--- config.mk ---
export PLATFORM = sky130hd
export DESIGN_NAME = ordered_queue_delete_by_value
export DESIGN_NICKNAME = d
export VERILOG_FILES = /design/src/oqdbv_pkg.sv /design/src/oqdbv_cell.sv /design/src/ordered_queue_delete_by_value.sv
export VERILOG_INCLUDE_DIRS = /design/src /design/src/src
export SDC_FILE = /design/constraint.sdc
export NUM_CORES = 2
export LEC_CHECK = 0
export BUFFER_PORTS_ARGS = -buffer_cell sky130_fd_sc_hd__buf_4
export CAP_MARGIN = 20
export CORE_ASPECT_RATIO = 1.2
export CORE_MARGIN = 5
export CORE_UTILIZATION = 40
export CTS_CLUSTER_DIAMETER = 30
export DETAILED_ROUTE_END_ITERATION = 10
export PLACE_DENSITY = 0.64
export SLEW_MARGIN = 10
export SYNTH_ARGS = -nofsm -noshare
export SYNTH_HDL_FRONTEND = slang
export SYNTH_HIERARCHICAL = 1
export SYNTH_SLANG_ARGS = --single-unit
--- constraint.sdc ---
create_clock -name clk_i -period 30.5 [get_ports clk_i]
set_clock_uncertainty 0.15 [all_clocks]
set_input_delay 6.1 -clock clk_i [delete_from_list [all_inputs] [get_ports clk_i]]
set_output_delay 6.1 -clock clk_i [all_outputs]
set_load 0.01 [all_outputs]
--- src/ordered_queue_delete_by_value_assert.svh ---
// Assertion macros for the ordered queue RTL.
`ifndef ORDERED_QUEUE_DELETE_BY_VALUE_ASSERT_SVH
`define ORDERED_QUEUE_DELETE_BY_VALUE_ASSERT_SVH

// Checked on every rising edge outside reset.
`define OQDBV_ASSERT(lbl, prop, msg) \
  lbl: assert property (@(posedge clk_i) disable iff (!rst_ni) prop) else $error(msg);

// Checked on every rising edge, reset included.
`define OQDBV_ASSERT_ALWAYS(lbl, prop, msg) \
  lbl: assert property (@(posedge clk_i) prop) else $error(msg);

`endif

--- src/oqdbv_pkg.sv ---
// Package: types and constants of the ordered queue with delete by value.
`timescale 1ns / 1ps
`default_nettype none

package oqdbv_pkg;

  localparam int unsigned DEPTH_DEF = 32;
  localparam int unsigned DATA_W    = 32;

  typedef enum logic [1:0] {
    ACT_APPEND = 2'd0,
    ACT_DELETE = 2'd1,
    ACT_READ   = 2'd2,
    ACT_NONE   = 2'd3
  } action_e;

  typedef enum logic [1:0] {
    ST_OK        = 2'd0,
    ST_FULL      = 2'd1,
    ST_NOT_FOUND = 2'd2,
    ST_EMPTY     = 2'd3
  } status_e;

  typedef struct packed {
    action_e                   action;
    logic signed [DATA_W-1:0]  value;
  } in_item_t;

  typedef struct packed {
    logic signed [DATA_W-1:0]  data;
    status_e                   status;
    logic                      last;
  } out_item_t;

  // Per-cycle commands broadcast to every cell
  typedef struct packed {
    logic load_en;  // write value into the first free cell, just past the tail
    logic cmp_en;   // capture the compare result against the key
    logic del_en;   // close the gap behind the first match
    logic rot_en;   // rotate live entries one step toward the head
  } cell_cmd_t;

endpackage

`default_nettype wire

--- src/oqdbv_cell.sv ---
// One queue cell: holds an entry, compares it and takes data from its neighbor.
`timescale 1ns / 1ps
`default_nettype none

module oqdbv_cell import oqdbv_pkg::*; #(
  parameter int unsigned DEPTH = DEPTH_DEF,
  parameter int unsigned IDX   = 0,
  localparam int unsigned CW   = $clog2(DEPTH + 1)
) (
  input  wire logic                      clk_i,
  input  wire logic                      rst_ni,
  input  wire cell_cmd_t                 cmd_i,
  input  wire logic [CW-1:0]             occ_i,
  input  wire logic signed [DATA_W-1:0]  value_i,
  input  wire logic signed [DATA_W-1:0]  next_entry_i,
  input  wire logic signed [DATA_W-1:0]  head_i,
  input  wire logic                      hit_i,
  output logic                           hit_o,
  output logic signed [DATA_W-1:0]       entry_o
);

  logic signed [DATA_W-1:0] entry_q;
  logic                     match_q;
  logic                     live;
  logic                     is_tail;
  logic                     is_free_slot;

  // Position of this cell relative to the occupancy
  assign live         = CW'(IDX) < occ_i;
  assign is_tail      = CW'(IDX + 1) == occ_i;
  assign is_free_slot = CW'(IDX) == occ_i;

  // A match at or before this cell means this cell moves up
  assign hit_o   = hit_i | match_q;
  assign entry_o = entry_q;

  // Compare flag
  always_ff @(posedge clk_i or negedge rst_ni) begin
    if (!rst_ni) begin
      match_q <= 1'b0;
    end else if (cmd_i.cmp_en) begin
      match_q <= live && (entry_q == value_i);
    end
  end

  // Entry storage
  always_ff @(posedge clk_i) begin
    if (cmd_i.load_en && is_free_slot) begin
      entry_q <= value_i;
    end else if (cmd_i.del_en && hit_o) begin
      entry_q <= next_entry_i;
    end else if (cmd_i.rot_en) begin
      entry_q <= is_tail ? head_i : next_entry_i;
    end
  end

endmodule

`default_nettype wire

--- src/ordered_queue_delete_by_value.sv ---
// Ordered queue of signed 32-bit values with append, delete by value and readout.
//
// Usage: an input transfer carries an action and a value on in_item_i
// (in_valid_i / in_stall_o); results leave on out_item_o (out_valid_o /
// out_stall_i) through one output register.
// Append: one result, in the cycle after the transfer (status full when the
// queue already holds DEPTH entries; the value is dropped).
// Delete: one result: the transfer captures the compare in every cell, then
// the S_DEL state, once the output is free, shifts the cells behind the first
// match toward the head, one neighbor step, and lowers the occupancy.
// Readout: one result per entry, head first, one per cycle while the output
// is not stalled, the final one marked last; empty gives one result.
// The row of cells rotates one step per result and is back in order after
// the final one. Action code 3 is taken and gives nothing.
// One item is in work at a time: a delete or readout holds the engine out
// of idle until its last result is emitted.
// A stalled output holds its result and stops the engine; in_stall_o is high
// while an item is in work or the output register cannot take a result.
// Reset empties the queue; entry contents are not cleared and never read.
`timescale 1ns / 1ps
`default_nettype none
`include "ordered_queue_delete_by_value_assert.svh"

module ordered_queue_delete_by_value import oqdbv_pkg::*; #(
  parameter int unsigned DEPTH = DEPTH_DEF
) (
  input  wire logic      clk_i,
  input  wire logic      rst_ni,
  input  wire logic      in_valid_i,
  output logic           in_stall_o,
  input  wire in_item_t  in_item_i,
  output logic           out_valid_o,
  input  wire logic      out_stall_i,
  output out_item_t      out_item_o
);

  localparam int unsigned CW = $clog2(DEPTH + 1);

  typedef enum logic [2:0] {
    S_IDLE = 3'b001,
    S_DEL  = 3'b010,
    S_READ = 3'b100
  } state_e;

  state_e        st_q, st_d;
  logic [CW-1:0] occ_q, occ_d;
  logic [CW-1:0] cnt_q, cnt_d;
  logic          out_valid_q, out_valid_d;
  out_item_t     out_q;
  out_item_t     emit_item;
  logic          emit;
  logic          out_free;
  logic          in_xfer;
  logic          full;
  cell_cmd_t     cmd;

  logic signed [DATA_W-1:0] entry [DEPTH];
  logic                     hit   [DEPTH+1];

  // Handshake
  assign out_free    = !out_valid_q || !out_stall_i;
  assign in_stall_o  = !((st_q == S_IDLE) && out_free);
  assign in_xfer     = in_valid_i && !in_stall_o;
  assign full        = occ_q == CW'(DEPTH);
  assign out_valid_o = out_valid_q;
  assign out_item_o  = out_q;

  // Row of cells; data moves from cell i+1 into cell i
  assign hit[0] = 1'b0;
  for (genvar i = 0; i < DEPTH; i++) begin : g_cell
    logic signed [DATA_W-1:0] nxt;
    if (i == DEPTH - 1) begin : g_end
      assign nxt = entry[i];
    end else begin : g_mid
      assign nxt = entry[i+1];
    end
    oqdbv_cell #(
      .DEPTH (DEPTH),
      .IDX   (i)
    ) u_cell (
      .clk_i        (clk_i),
      .rst_ni       (rst_ni),
      .cmd_i        (cmd),
      .occ_i        (occ_q),
      .value_i      (in_item_i.value),
      .next_entry_i (nxt),
      .head_i       (entry[0]),
      .hit_i        (hit[i]),
      .hit_o        (hit[i+1]),
      .entry_o      (entry[i])
    );
  end

  // Sequencer
  always_comb begin
    st_d      = st_q;
    occ_d     = occ_q;
    cnt_d     = cnt_q;
    cmd       = '0;
    emit      = 1'b0;
    emit_item = '{data: '0, status: ST_OK, last: 1'b1};
    case (st_q)
      S_IDLE: begin
        if (in_xfer) begin
          case (in_item_i.action)
            ACT_APPEND: begin
              emit = 1'b1;
              if (full) begin
                emit_item.status = ST_FULL;
              end else begin
                cmd.load_en = 1'b1;
                occ_d       = occ_q + 1'b1;
              end
            end
            ACT_DELETE: begin
              cmd.cmp_en = 1'b1;
              st_d       = S_DEL;
            end
            ACT_READ: begin
              if (occ_q == '0) begin
                emit             = 1'b1;
                emit_item.status = ST_EMPTY;
              end else begin
                cnt_d = '0;
                st_d  = S_READ;
              end
            end
            default: ;
          endcase
        end
      end
      S_DEL: begin
        if (out_free) begin
          emit = 1'b1;
          if (hit[DEPTH]) begin
            cmd.del_en = 1'b1;
            occ_d      = occ_q - 1'b1;
          end else begin
            emit_item.status = ST_NOT_FOUND;
          end
          st_d = S_IDLE;
        end
      end
      S_READ: begin
        if (out_free) begin
          emit           = 1'b1;
          cmd.rot_en     = 1'b1;
          emit_item.data = entry[0];
          emit_item.last = (cnt_q + 1'b1) == occ_q;
          cnt_d          = cnt_q + 1'b1;
          if (emit_item.last) begin
            st_d = S_IDLE;
          end
        end
      end
      default: st_d = S_IDLE;
    endcase
  end

  // Output register
  assign out_valid_d = emit || (out_valid_q && out_stall_i);

  always_ff @(posedge clk_i or negedge rst_ni) begin
    if (!rst_ni) begin
      st_q        <= S_IDLE;
      occ_q       <= '0;
      cnt_q       <= '0;
      out_valid_q <= 1'b0;
    end else begin
      st_q        <= st_d;
      occ_q       <= occ_d;
      cnt_q       <= cnt_d;
      out_valid_q <= out_valid_d;
    end
  end

  always_ff @(posedge clk_i) begin
    if (emit) begin
      out_q <= emit_item;
    end
  end

  // Checks
  `OQDBV_ASSERT_ALWAYS(a_occ_bound, !rst_ni || (occ_q <= CW'(DEPTH)), "occupancy above depth")
  `OQDBV_ASSERT(a_read_occ_stable, (st_q == S_READ) |=> $stable(occ_q), "occupancy moved in readout")
  `OQDBV_ASSERT(a_read_cnt, (st_q == S_READ) |-> (cnt_q < occ_q), "readout count past occupancy")
  `OQDBV_ASSERT(a_append_grow, (in_xfer && (in_item_i.action == ACT_APPEND) && !full) |=> (occ_q == $past(occ_q) + 1'b1), "append did not grow queue")

endmodule

`default_nettype wire

==> flow_metrics.py <==
metrics = {
    "run_status": {
        "status": "finished, final reports clean",
    },
    "yosys": {
        "netlist_instances": 6194,
        "synth_largest_area_cell": "edfxtp_1",
        "yosysTopAreaCellShare": 0.445,
        "ys_types": 107,
        "synth_warnings": 6,
        "yosys-top-cells-count": "1,059 x edfxtp_1, 864 x mux2i_1, 772 x xor2_1",
        "synth_edf_count": 1059,
        "synth.most_common_cell": "edfxtp_1",
        "ys_seq_area_frac": 0.461,
        "yosys_most_used_dff": "edfxtp_1",
        "synthArstFlopShare": 0.0434,
        "syn_area_per_cell_sq_um": 11.5,
        "synthTopCellsByArea": "edfxtp_1 44%, mux2i_1 12%, xor2_1 9.5%",
        "synth-seq-cells": 1107,
        "netlist_area_sq_um": 71500,
        "syn_nets": 6238,
    },
    "placement": {
        "portBuffers": 74,
        "globalplace.congestion": 0.954,
        "dp_hpwl_mm": 161,
    },
    "clocking": {
        "ctsLongestPathBuffers": 3,
        "cts.reportedPaths.clkPinSlew_ns": 0.04,
        "ctsHoldBuffers": 0,
        "numCtsBuffers": 238,
        "clock-sinks": 1107,
        "cts_resized": 0,
        "insertion_delay_ns": 0.87,
        "post_cts.repair.setup_buffers": 0,
        "cts_tree": "yes",
        "cts_max_level": 4,
        "cts-root-buf": "clkbuf_16",
    },
    "layout": {
        "area_delta_synth_final_pct": 14.4,
        "nets": 6404,
        "drive_above_1_share": 0.172,
    },
    "setup_path": {
        "cp.arrival_ns": 6.75,
        "crit_type": "primary input to output port",
        "timing.rr.start": "g_cell[0].u_cell/match_q",
        "cp_max_fo": 8,
        "end_kind": "output port",
        "critical_path_required_ns": 24.25,
        "worstRegToRegCells": 39,
        "startpoint_type": "primary input",
        "regToRegEndpoint": "g_cell[25].u_cell/entry_o[14]",
        "reg2reg_slack_ns": 17.53,
    },
    "worst_hold_path": {
        "hold_path.class": "flop to flop",
        "hold_path_depth": 2,
        "hold_path_end": "g_cell[9].u_cell/match_q",
        "min-delay-start": "g_cell[9].u_cell/match_q",
    },
    "pwr": {
        "ir_drop_uv": 55.2,
        "finalPower_mw": 5.36,
        "pwr-share-clk": 0.493,
        "netSwitchingPower_mw": 1.53,
        "pwr_density_cell_nw_per_um2": 65.5,
        "switching_share": 0.286,
        "combPwrFrac": 0.165,
        "intPower_mw": 3.83,
        "power_leakage_nw": 33.7,
        "p_seq_frac": 0.342,
    },
    "timing": {
        "period_share": 0.426,
        "rsz0062_at_grt": "no",
        "fmax_ghz": 0.0769,
        "slew_viol_final": 0,
        "period_needed_ns": 13.00,
        "worst_pin_slew_ns": 1.07,
        "worst_slew_margin_rel": 0.284,
        "setup_viol": 0,
        "setup_tns_ns": 0,
        "hold_viol": 0,
        "fin_hold_ws_ns": 0.357,
    },
    "drt": {
        "ant_nets": 0,
        "vias": 53789,
        "drt_iter0_drc": 6557,
        "drc": 0,
        "firstDrtPassIters": 6,
        "viasPerCell": 6.04,
        "wl_per_cell_um": 29.7,
        "drt_wl_total_mm": 265,
    },
    "floorplan": {
        "start_util": 0.401,
        "num_io_pins": 75,
        "rows": 170,
        "die_area_sq_um": 187000,
        "fp.dieH_um": 473,
        "die_width_um": 396,
        "coreArea_sq_um": 178000,
    },
    "global_routing": {
        "grt_pass1_wl_mm": 374,
        "antenna_found_initial": 7,
        "grt_usage": 0.272,
        "grt_pass1_vias": 52811,
        "grt_max_degree": 66,
        "grt-ovfl-total": 0,
    },
    "job": {
        "cap_violations": 0,
    },
}
==> worst max-delay path by stage <==
stage	startpoint	to	slack, ns	cells after the start
final	out_stall_i	in_stall_o	17.50	4
after global routing	g_cell[0].u_cell/match_q	g_cell[25].u_cell/entry_o[21]	17.30	39
after CTS	out_stall_i	in_stall_o	16.94	4
after detailed placement	out_stall_i	in_stall_o	16.93	4
after global placement	out_stall_i	in_stall_o	16.87	4
after floorplan	out_stall_i	in_stall_o	17.67	3
==> state kept, by name (all words and copies together) (netlist names) <==
| name | flops |
|---|---|
| cnt_q | 6 |
| g_cell.u_cell/match_q | 32 |
| out_valid_o | 1 |
| occ_q | 6 |
| out_item_o | 35 |
| st_q | 3 |
| g_cell.u_cell/entry_o | 1024 |
==> placed cells by master (no fill, tap or decap), types with 23 or more instances in the layout <==
master         n
and3_1        37
clkinvlp_4    31
o21ai_1      370
or2_2         28
nor4_1       194
clkinv_2      39
clkinv_1      29
edfxtp_1    1059
nand3_1       40
mux2i_1      864
o21ai_0      148
xor2_1       772
nand2_1      511
nor3_1        23
a21oi_1      393
clkbuf_16    240
nand4_1      102
xnor2_1      265
nor2_1       400
buf_4        240
mux2_4       180
dfrtp_1       41
bufinv_16     34
mux2_2       140
clkbuf_1      34
==> stage by stage <==
stage                     utilization  setup slack [ns]  instance area [sq um]  instances
after floorplan                     -             17.67                  71500       6194
after global placement          0.412             16.87                  73500       8439
after detailed placement        0.412             16.93                  73500       8439
after CTS                       0.458             16.94                  81700       8894
after global routing            0.458             17.30                  81800       8898
final                           0.458             17.50                  81800       8902
==> final cells by class <==
class                           count  area (sq um)
Clock buffer                      282          6240
Timing Repair Buffer              244          1890
Fill cell                       15860         96600
Clock inverter                    173          2030
Antenna cell                        5          12.5
Sequential cell                  1107         33000
Tap cell                         2322          2910
Inverter                           23          86.3
Multi-Input combinational cell   4746         35600
==> critical path, stage by stage <==
cell and delay [ns]:
buf_4 0.12, nand2_1 0.28, nand2_1 0.09, buf_4 0.16
==> layer usage <==
layer,vias up,part of all wire,global-route usage
met5,-,0.000072,0
met4,4,0.079,0.183
met3,1034,0.097,0.0572
met2,3431,0.46,0.442
met1,26137,0.36,0.326
li1,23183,-,-
==> power by group through the flow <==
stage	sequential [mW]	clock, mW	combinational, mW
floorplan	1.89	0	0.513
finish	1.84	2.64	0.885
CTS	1.83	2.66	0.863
global route	1.84	2.74	0.918
detailed placement	1.86	0	0.859
global placement	1.86	0	0.846
==> kinds of logic (layout without fill, tap and decap cells) <==
group / after synthesis / in the layout / share of synthesized area
AND/OR/NAND/NOR: 1535 / 1535 / 0.116
multiplexers: 1184 / 1184 / 0.181
flip-flops: 1107 / 1107 / 0.461
XOR/XNOR: 1038 / 1038 / 0.127
AO/OA/AOI/OAI: 982 / 982 / 0.0722
buffers and inverters: 341 / 722 / 0.0416
adder cells (fa/ha/maj): 6 / 6 / 0.00115
other: 1 / 6 / 0.0000524
Note: power is estimated with default switching activity, not from simulation.
